<file path="src/rtl/dwcb_pkg.sv">
package dwcb_pkg;

  localparam int MAX_DIMS    = 6;
  localparam int MAX_MER_LEN = 6;
  localparam int DIST_BITS   = 16;
  localparam int NUM_BOUNDS  = MAX_DIMS - 1;
  localparam int MAX_CELLS   = 1 << MAX_MER_LEN;

  localparam int POS_BITS   = $clog2(MAX_MER_LEN);
  localparam int CNT_BITS   = $clog2(MAX_MER_LEN + 1);
  localparam int KIDX_BITS  = $clog2(MAX_CELLS);
  localparam int CELL_BITS  = 16;

  // configuration register indexes
  localparam logic [2:0] REG_DIM_COUNT  = 3'd0;
  localparam logic [2:0] REG_MER_LENGTH = 3'd1;
  localparam logic [2:0] REG_BOUND_0    = 3'd2;
  localparam logic [2:0] REG_BOUND_LAST = 3'd6;

  localparam logic [2:0] DIM_RESET = 3'd4;
  localparam logic [2:0] LEN_RESET = 3'd3;

  typedef logic [NUM_BOUNDS-1:0][DIST_BITS-1:0] bound_arr_t;

  // digit of a distance: last cell at or above the top bound, else first bound at or above it
  function automatic logic [2:0] quantize(input logic [DIST_BITS-1:0] v,
                                          input logic [2:0] d,
                                          input bound_arr_t b);
    logic [2:0] top;
    logic [2:0] g;
    top = d - 3'd2;
    g = top;
    for (int k = NUM_BOUNDS - 2; k >= 0; k--) begin
      if (3'(k) < top && b[k] >= v) begin
        g = 3'(k);
      end
    end
    if (v >= b[top]) begin
      g = d - 3'd1;
    end
    return g;
  endfunction

endpackage

</file>
<file path="src/rtl/dmer_window_cell_binning.sv">
// D-mer window cell binning.
// Input channel (in_valid / in_stall): one word per distance with its deviation
// and a read_start flag. A word is taken when in_valid is high and in_stall low.
// Output channel (out_valid / out_stall): cell words, the window's own cell first
// (is_primary), then its neighbour cells; last marks the final cell of an input.
// Configuration (cfg_valid / cfg_ready, cfg_index, cfg_data): dim_count,
// mer_length and bound_0..bound_4 at indexes 0..6; cfg_ready is always high and
// writes are meant for an idle block.
// Timing: the block takes one input word, then walks the window one position
// a cycle through one quantizer and one multiply-add unit over the L positions,
// then sends 2^n cells one a cycle while out_stall is low, n being the number
// of positions that reach the next cell. An input that does not yet fill the
// window gives no cell and leaves the block ready for the next input.
// A stalled output holds its word and the block takes no input until the last
// cell of the current input has gone.
// Reset sets dim_count 4, mer_length 3, all bounds 0 and starts a new read.
module dmer_window_cell_binning
  import dwcb_pkg::*;
(
  input  logic                 clk,
  input  logic                 rst,
  input  logic                 in_valid,
  output logic                 in_stall,
  input  logic [DIST_BITS-1:0] distance,
  input  logic [DIST_BITS-1:0] deviation,
  input  logic                 read_start,
  output logic                 out_valid,
  input  logic                 out_stall,
  output logic [CELL_BITS-1:0] cell_index,
  output logic                 is_primary,
  output logic [15:0]          window_start,
  output logic                 last,
  input  logic                 cfg_valid,
  output logic                 cfg_ready,
  input  logic [2:0]           cfg_index,
  input  logic [15:0]          cfg_data
);

  typedef enum logic [1:0] {IDLE, PROC, EMIT} state_t;

  state_t state;

  logic [2:0]  dim_count;
  logic [2:0]  mer_length;
  bound_arr_t  bounds;

  logic [DIST_BITS-1:0] dist_win [MAX_MER_LEN];
  logic [DIST_BITS-1:0] dev_win  [MAX_MER_LEN];
  logic [15:0]          read_count;

  logic [POS_BITS-1:0]  idx;
  logic [CELL_BITS-1:0] weight;
  logic [CELL_BITS-1:0] cell_sum;
  logic [CELL_BITS-1:0] wlist [MAX_MER_LEN];
  logic [CNT_BITS-1:0]  nraise;
  logic [KIDX_BITS-1:0] k;

  logic [2:0]           d_eff;
  logic [2:0]           l_eff;
  logic [POS_BITS-1:0]  base;
  logic                 in_acc;
  logic                 out_acc;
  logic [15:0]          cnt_base;
  logic [15:0]          cnt_next;
  logic [DIST_BITS-1:0] v;
  logic [DIST_BITS:0]   reach;
  logic [2:0]           g;
  logic                 raise;
  logic [CELL_BITS-1:0] cell_next;
  logic [CNT_BITS-1:0]  nraise_next;
  logic [KIDX_BITS-1:0] k_next;
  logic [KIDX_BITS-1:0] k_mask;
  logic [CELL_BITS-1:0] offset;

  assign cfg_ready = 1'b1;
  assign in_stall  = (state != IDLE);
  assign out_valid = (state == EMIT);
  assign in_acc    = in_valid && !in_stall;
  assign out_acc   = out_valid && !out_stall;

  always_comb begin
    d_eff = dim_count;
    if (dim_count < 3'd2) d_eff = 3'd2;
    if (dim_count > 3'(MAX_DIMS)) d_eff = 3'(MAX_DIMS);
    l_eff = mer_length;
    if (mer_length < 3'd1) l_eff = 3'd1;
    if (mer_length > 3'(MAX_MER_LEN)) l_eff = 3'(MAX_MER_LEN);
    base = POS_BITS'(3'(MAX_MER_LEN) - l_eff);

    cnt_base = read_start ? 16'd0 : read_count;
    cnt_next = (cnt_base == 16'hFFFF) ? cnt_base : cnt_base + 16'd1;

    // one window position per cycle, newest first
    v         = dist_win[idx];
    reach     = {1'b0, v} + {1'b0, dev_win[idx]};
    g         = quantize(v, d_eff, bounds);
    raise     = (g < d_eff - 3'd2) && (reach > {1'b0, bounds[g]});
    cell_next = cell_sum + CELL_BITS'(g * weight);
    nraise_next = raise ? nraise + CNT_BITS'(1) : nraise;

    k_next = k + KIDX_BITS'(1);
    k_mask = KIDX_BITS'(((KIDX_BITS+1)'(1) << nraise) - (KIDX_BITS+1)'(1));
    offset = '0;
    for (int b = 0; b < MAX_MER_LEN; b++) begin
      if (k_next[b]) offset = offset + wlist[b];
    end
  end

  always_ff @(posedge clk) begin
    if (rst) begin
      dim_count  <= DIM_RESET;
      mer_length <= LEN_RESET;
      bounds     <= '0;
    end else if (cfg_valid && cfg_ready) begin
      case (cfg_index)
        REG_DIM_COUNT:  dim_count  <= cfg_data[2:0];
        REG_MER_LENGTH: mer_length <= cfg_data[2:0];
        default: begin
          if (cfg_index >= REG_BOUND_0 && cfg_index <= REG_BOUND_LAST) begin
            bounds[cfg_index - REG_BOUND_0] <= cfg_data[DIST_BITS-1:0];
          end
        end
      endcase
    end
  end

  always_ff @(posedge clk) begin
    if (rst) begin
      state      <= IDLE;
      read_count <= '0;
    end else begin
      case (state)
        IDLE: begin
          if (in_acc) begin
            for (int i = 0; i < MAX_MER_LEN - 1; i++) begin
              dist_win[i] <= dist_win[i+1];
              dev_win[i]  <= dev_win[i+1];
            end
            dist_win[MAX_MER_LEN-1] <= distance;
            dev_win[MAX_MER_LEN-1]  <= deviation;
            read_count   <= cnt_next;
            window_start <= cnt_next - 16'(l_eff);
            idx          <= POS_BITS'(MAX_MER_LEN - 1);
            weight       <= CELL_BITS'(1);
            cell_sum     <= '0;
            nraise       <= '0;
            if (cnt_next >= 16'(l_eff)) begin
              state <= PROC;
            end
          end
        end
        PROC: begin
          cell_sum <= cell_next;
          weight   <= CELL_BITS'(weight * d_eff);
          nraise   <= nraise_next;
          idx      <= idx - POS_BITS'(1);
          if (raise) begin
            wlist[0] <= weight;
            for (int i = 1; i < MAX_MER_LEN; i++) begin
              wlist[i] <= wlist[i-1];
            end
          end
          if (idx == base) begin
            state      <= EMIT;
            k          <= '0;
            cell_index <= cell_next;
            is_primary <= 1'b1;
            last       <= (nraise_next == '0);
          end
        end
        EMIT: begin
          if (out_acc) begin
            if (last) begin
              state <= IDLE;
            end else begin
              k          <= k_next;
              cell_index <= cell_sum + offset;
              is_primary <= 1'b0;
              last       <= (k_next == k_mask);
            end
          end
        end
        default: state <= IDLE;
      endcase
    end
  end

  a_no_input_while_sending: assert property (@(posedge clk) disable iff (rst)
    out_valid |-> in_stall)
    else $error("input taken while cells are pending");

  a_neighbour_after_primary: assert property (@(posedge clk) disable iff (rst)
    out_acc && is_primary && !last |=> out_valid && !is_primary)
    else $error("neighbour cell missing after primary cell");

  a_idle_after_last: assert property (@(posedge clk) disable iff (rst)
    out_acc && last |=> !out_valid && !in_stall)
    else $error("block not idle after last cell");

  a_first_is_primary: assert property (@(posedge clk) disable iff (rst)
    $rose(out_valid) |-> is_primary)
    else $error("first cell of an input not marked primary");

endmodule

</file>
<file path="config.mk">
export PLATFORM = sky130hd
export DESIGN_NAME = dmer_window_cell_binning
export DESIGN_NICKNAME = d
export VERILOG_FILES = /design/src/rtl/dwcb_pkg.sv /design/src/rtl/dmer_window_cell_binning.sv
export SDC_FILE = /design/constraint.sdc
export NUM_CORES = 1
export LEC_CHECK = 0
export BUFFER_PORTS_ARGS = -buffer_cell sky130_fd_sc_hd__buf_2
export CORE_MARGIN = 1
export CORE_UTILIZATION = 50
export DETAILED_ROUTE_END_ITERATION = 10
export PLACE_DENSITY_LB_ADDON = 0.3
export SLEW_MARGIN = 15
export SYNTH_ARGS = -nofsm -noshare
export SYNTH_HDL_FRONTEND = slang
export SYNTH_SLANG_ARGS = --single-unit
</file>
<file path="constraint.sdc">
create_clock -name clk -period 14.6 [get_ports clk]
set_input_delay 0 -clock clk [delete_from_list [all_inputs] [get_ports clk]]
set_output_delay 0 -clock clk [all_outputs]
set_load 0.02 [all_outputs]
</file>
Word level (Yosys, flattened, before mapping) --
Memories as Yosys holds them, arrays and structs flattened. A register that Yosys moved wholly into a read port is not among the register bits. Index checks and enable logic that the tools add are counted. Widths: inputs -> output; s select.
Word-level totals: logic and storage cells 170, output and inout port bits 37, register bits 182, bits in latches 0, memory bits (read-only) 0, memories kept 3, bits in writable memories 288, input port bits 57
Memories:
- dev_win | words 6, bits a word 16, rd ports 6, clocked after memory_dff 1, write ports 6, RTL line dmer_window_cell_binning.sv:48 | logic [DIST_BITS-1:0] dev_win [MAX_MER_LEN];
- dist_win | words 6, bits a word 16, rd ports 6, clocked after memory_dff 1, write ports 6, RTL line dmer_window_cell_binning.sv:47 | logic [DIST_BITS-1:0] dist_win [MAX_MER_LEN];
- wlist | words 6, bits a word 16, rd ports 6, clocked after memory_dff 0, write ports 6, RTL line dmer_window_cell_binning.sv:54 | logic [CELL_BITS-1:0] wlist [MAX_MER_LEN];
Operators by class: reductions and logical operators 27, bitwise logic cells 2, shifts and indexed selects 1, $mul 2, div/mod/pow operators 0, muxes and demuxes 65, $add $sub $neg 18, $lt $le $gt $ge 22, eq/ne operators 12
Operator list (count):
- $mux 16 | 16
- $add 16x16->16 | 7
- $bmux 16 s3 | 2
- $pmux 16 s2 | 3
- $bwmux 80 | 1
- $ge 16x16->1 | 5
- $demux 16 s3 | 1
- $mux 3 | 14
- $mux 6 | 3
- $add 16x16->17 | 1
- $gt 17x16->1 | 1
- $add 16x1->16 const B | 1
- $eq 16x16->1 const B | 1
- $ge 16x3->1 | 1
- $mul 16x3->16 | 1
- $mul 3x16->16 | 1
- $sub 16x3->16 | 1
- $mux 1 | 14
- $lt 3x4->1 const B | 3
- $pmux 3 s2 | 2
- $pmux 6 s2 | 1
- $mux 2 | 5
- $reduce_and 5->1 | 2
- $logic_and 1x1->1 | 9
- other kinds (34) | 53

Depth between registers and ports, before layout --
depth in word-level cells 19, mapped depth 50, depth with buffers taken out 48

Worst setup path after synthesis --
No wires, ideal clock.
path type reg-to-reg, from reg with a tool-made name, to mem wlist[0][0] (enable), required time 13.933 ns, clock period less this slack 13.139 ns, stages on the path, launching flop included 32, library setup time 0.667 ns, path buffers 5, arrival time 12.471 ns, path slack 1.461 ns, cell sequence dfxtp_1 clkbuf_1 clkbuf_1 buf_1 mux2i_1 a21o_1 inv_1 ha_1 nand2b_1 a21o_1 a211o_1 a211oi_1 o31ai_1 nand2_1 a21o_1 a31o_2 clkbuf_1 clkbuf_1 o2bb2ai_1 a21oi_1 ha_1 nor2b_1 o21a_1 o21a_1 o21a_1 o21ai_0 nand2b_1 a21oi_1 o31a_1 o21ai_0 o211ai_1 nor3_1
RTL lines (RTL line):
- end: declaration | dmer_window_cell_binning.sv:54

Final worst setup path --
from reg k[0], to reg cell_index[15] (data pin)
On the way: elaborated cells on any way between the ends 16, those cells by class 7 x add/sub; 9 x mux
RTL lines:
- start: declaration | RTL line dmer_window_cell_binning.sv:56 | logic [KIDX_BITS-1:0] k;
- start signal: assignment | RTL line dmer_window_cell_binning.sv:176 | k <= k_next;
- $add 6x1->6 * | RTL line dmer_window_cell_binning.sv:101 | k_next = k + KIDX_BITS'(1);
- net k_next[1] | RTL line dmer_window_cell_binning.sv:71 | logic [KIDX_BITS-1:0] k_next;
- $mux 16 * | RTL line dmer_window_cell_binning.sv:105 | if (k_next[b]) offset = offset + wlist[b];
- $add 16x16->16 | RTL line dmer_window_cell_binning.sv:105
- $mux 16 * | RTL line dmer_window_cell_binning.sv:105
- $add 16x16->16 | RTL line dmer_window_cell_binning.sv:105
- $mux 16 * | RTL line dmer_window_cell_binning.sv:105
- $add 16x16->16 | RTL line dmer_window_cell_binning.sv:105
- $mux 16 * | RTL line dmer_window_cell_binning.sv:105
- $add 16x16->16 | RTL line dmer_window_cell_binning.sv:105
- $mux 16 * | RTL line dmer_window_cell_binning.sv:105
- $add 16x16->16 * | RTL line dmer_window_cell_binning.sv:177 | cell_index <= cell_sum + offset;
- $mux 16 * | RTL line dmer_window_cell_binning.sv:173 | if (last) begin
- $mux 16 * | RTL line dmer_window_cell_binning.sv:172 | if (out_acc) begin
- $pmux 16 s2 * | RTL line dmer_window_cell_binning.sv:132 | case (state)
- end signal: assignment | RTL line dmer_window_cell_binning.sv:166 | cell_index <= cell_next;
- end signal: assignment | RTL line dmer_window_cell_binning.sv:177
- end: declaration | RTL line dmer_window_cell_binning.sv:29 | output logic [CELL_BITS-1:0] cell_index,
The timed path passes the listed nets; every way through them passes the cells marked *. The select of a mux whose other input is x is not followed. A chain may end at the register's enable or synchronous reset.

==> summary.md <==
| Metric | Value |
|---|---|
| PD cells | 231 mW/mm2 |
| CTS root buffer | clkbuf_16 |
| Die Span Y | 245 um |
| Commonest cells post-synth | nand2_1, edfxtp_1, a21oi_1 |
| # nets final | 3343 |
| Final Critical Period | 10.44 ns |
| Synth-to-Final Area Change | 12.4% |
| Hold Path Depth | 2 |
| Top_reg_cell synth | edfxtp_1 |
| Achievable Freq | 95.8 MHz |
| Final setup vio count | 0 |
| FFs w/ async S/R, synth | 0% |
| Pin count of the biggest net entering global routing | 193 |
| Port buffer count | 92 |
| Count of distinct cell types in the synthesized netlist | 85 |
| Setup TNS | 0 ns |
| Leak | 13.2 nW |
| Hold path startpoint | deviation[0] |
| Die X | 245 um |
| Max stage delay on crit path | 0.91 ns |
| Initial antenna violation count | 1 |
| Critical path's slowest cell | ha_1 |
| Hold worst-path end | dev_win[5][0]$_DFFE_PP_ |
| VDD IR-drop max | 278 uV |
| Sw frac | 42.9% |
| Post-DRT Antenna Nets | 0 |
| Initial Utilization | 50.8% |
| Arrival time worst endpoint | 10.79 ns |
| Clock transition at path regs | 0.06 ns |
| Crit Path Class | flip-flop to flip-flop |
| CTS HTree Levels | 2 |
| Dominant cell type by area after synthesis | edfxtp_1 |
| Layout cells sized above 1 | 9.83% |
| R2r endpoint | cell_index[15]$_DFFE_PP_ |
| Flop pwr share | 24.7% |
| Grt ovf | 0 |
| Post-synth top area share | 37.3% |
| CTS tree | built |
| Hpwl dp | 54.2 mm |
| Worst rel slew slack | 26.6% |
| Ant. Diodes | 0 |
| Syn_nets | 3211 |
| R2R setup slack | 4.16 ns |
| DRC Markers | 0 |
| Power share of the clock group | 17.2% |
| 1st-pass router iterations | 6 |
| First-pass GRT wire length | 117 mm |
| EDFF count, synth | 366 |
| Clock Latency Late Sink | 0.65 ns |
| Routability cong. | 0.959 |
| Internal | 4.36 mW |
| Post-Synthesis Cells | 2854 |
| FF/Latch Area | 0.0131 mm2 |
| Yosys reg bits | 473 |
| Sink Count | 473 |
| FILL cells | 4964 |
| CTS Buf Count | 53 |
| Post-Synthesis Cell Area | 0.0294 mm2 |
| CTS Buffer Depth | 3 |
| GRT Overall Usage | 24.8% |
| Area of the die | 0.0598 mm2 |
| Largest cells by area after synthesis | edfxtp_1, ha_1, dfxtp_1, nand2_1, a21oi_1 |
| DR iter-0 viols | 1416 |
| Layout Skew | 0.0653 ns |
| Std cell rows | 88 |
| CP startpoint kind | flip-flop |
| Final Hold Vio Count | 0 |
| WL per Instance | 19.6 um |
| Seq/Total Area, Yosys | 44.6% |
| Post-Route WL | 74.4 mm |
| DR vias | 21902 |
| Dpl cell area | 0.0308 mm2 |
| Max-slew violations | 0 |
| Worst Hold Class | primary input to flip-flop |
| Post-Layout Inst Area | 0.0331 mm2 |
| RSZ-0062 raised after global routing | no |
| Comb power frac | 58.1% |
| P_sw | 3.28 mW |
| Worst-margin pin slew | 1.10 ns |
| Ys Warns | 0 |
| Via density | 5.77 |
| Maxcap violations | 0 |
| Worst R2R Path Depth | 39 |
| CTS resizes | 0 |
| Worst R2R Start | k[0]$_SDFFCE_PN0P_ |
| Final core utilization | 57.1% |
| Vias in the first global route | 21839 |
| IO Count | 94 |
| Run status | complete, no violations |
| Final period util | 71.5% |
| Core region area | 0.0579 mm2 |
| Top-count cell post-synth | nand2_1 |
| Area of the multi-input gates | 0.0154 mm2 |
| Avg Synthesized Cell Area | 10.3 um2 |
| Crit end category | flip-flop |
| Critical path fanouts, max | 26 |
| Required @ worst endpoint | 14.95 ns |
==> final cells by class <==
type                       instances  share of cell area [%]
clock inverter                    42                    1.12
inverter                         149                    1.69
tap                              765                    2.89
timing repair buffer             182                    3.93
clock buffer                      58                    4.07
multi-input combinational       2127                    46.6
sequential                       473                    39.7
==> kinds of logic (layout without fill, tap and decap cells) <==
| family | after synthesis | after routing | share of synthesized area (%) |
|---|---|---|---|
| AO/OA/AOI/OAI | 652 | 652 | 13.5 |
| flip-flops | 473 | 473 | 44.6 |
| adder cells (fa/ha/maj) | 304 | 304 | 14.1 |
| AND/OR/NAND/NOR | 863 | 863 | 13.1 |
| buffers and inverters | 254 | 431 | 3.27 |
| multiplexers | 151 | 151 | 6.61 |
| other | 1 | 1 | 0.0127 |
| XOR/XNOR | 156 | 156 | 4.76 |
==> routing by layer <==
| metal | up-vias | global-route usage (%) | share of wire (%) |
|---|---|---|---|
| li1 | 10536 | - | - |
| met1 | 10625 | 30.1 | 41 |
| met2 | 573 | 44.4 | 51 |
| met3 | 168 | 2.59 | 4.0 |
| met4 | 0 | 10.9 | 4.2 |
| met5 | - | 0 | 0 |
==> layout by cell type, fill, tap and decap left out, drive strengths merged, types with 7 or more instances in the layout <==
cell type	count
mux2	27
o21ai	116
o2bb2ai	16
xnor2	96
nor2b	46
a21boi	13
and3	15
o21bai	18
buf	122
fa	49
and2	29
nand3	38
o211ai	13
a211o	12
mux2i	92
clkinv	29
dfxtp	107
a21oi	282
edfxtp	366
nor3	34
clkbuf	58
a211oi	23
dlygate4sd3	60
nor2	189
xor2	58
a31oi	18
mux4	32
nand2	418
ha	251
clkinvlp	7
nand2b	35
nand4	16
inv	152
a21o	68
o31ai	12
o21a	19
or3	10
==> flip-flops by register name (all words and copies together) (netlist names), named ones only <==
name and count:
bounds 80, cell_index 16, cell_sum 16, dev_win 96
dim_count 3, dist_win 96, idx 3, is_primary 1
k 6, last 1, mer_length 3, nraise 3
read_count 16, state 2, weight 16, window_start 16
wlist 96
==> stage by stage <==
stage / std cells / setup WS (ns) / total power [mW] / hold WS [ns]
after floorplan: 2854 / 1.46 / 5.27 / 0.0989
after global placement: 3636 / 4.64 / 6.13 / 0.177
after detailed placement: 3636 / 4.31 / 6.30 / 0.178
after CTS: 3796 / 4.24 / 7.67 / 0.0438
after global routing: 3796 / 3.41 / 8.23 / 0.0652
final: 3796 / 4.16 / 7.64 / 0.0834
==> critical path: cells and delay by family (launching register included) <==
family | cells | cell delay (ns)
buf+inv | 4 | 0.76
flops | 1 | 0.72
compound gates | 15 | 3.32
mux | 3 | 0.94
fa+ha+maj | 7 | 3.13
simple gates | 5 | 0.48
xor+xnor | 5 | 0.81
==> power groups by stage <==
stage,sequential [mW],clock (mW),combinational [mW]
after global placement,1.91,0,4.22
final,1.89,1.32,4.44
after global routing,1.91,1.39,4.93
after floorplan,1.91,0,3.36
after CTS,1.89,1.34,4.44
after detailed placement,1.92,0,4.38
==> how the worst max path moves through the flow <==
stage	from	to	slack [ns]	cells after the start
2_1_floorplan	flip-flop	wlist[0][0]$_DFFE_PP_	1.46	31
3_3_place_gp	k[0]$_SDFFCE_PN0P_	cell_index[15]$_DFFE_PP_	4.64	40
3_5_place_dp	k[0]$_SDFFCE_PN0P_	cell_index[15]$_DFFE_PP_	4.31	39
4_1_cts	k[0]$_SDFFCE_PN0P_	cell_index[15]$_DFFE_PP_	4.24	39
5_1_grt	k[0]$_SDFFCE_PN0P_	cell_index[15]$_DFFE_PP_	3.41	39
6_report	k[0]$_SDFFCE_PN0P_	cell_index[15]$_DFFE_PP_	4.16	39
==> repair_timing <==
action | CTS | global route
hold endpoints to repair | 137 | 0
buffers inserted | 0 | 0
hold buffers | 60 | 0
endpoints found under the setup margin | 0 | 0
No activity file was read; power rests on OpenSTA's default activity.
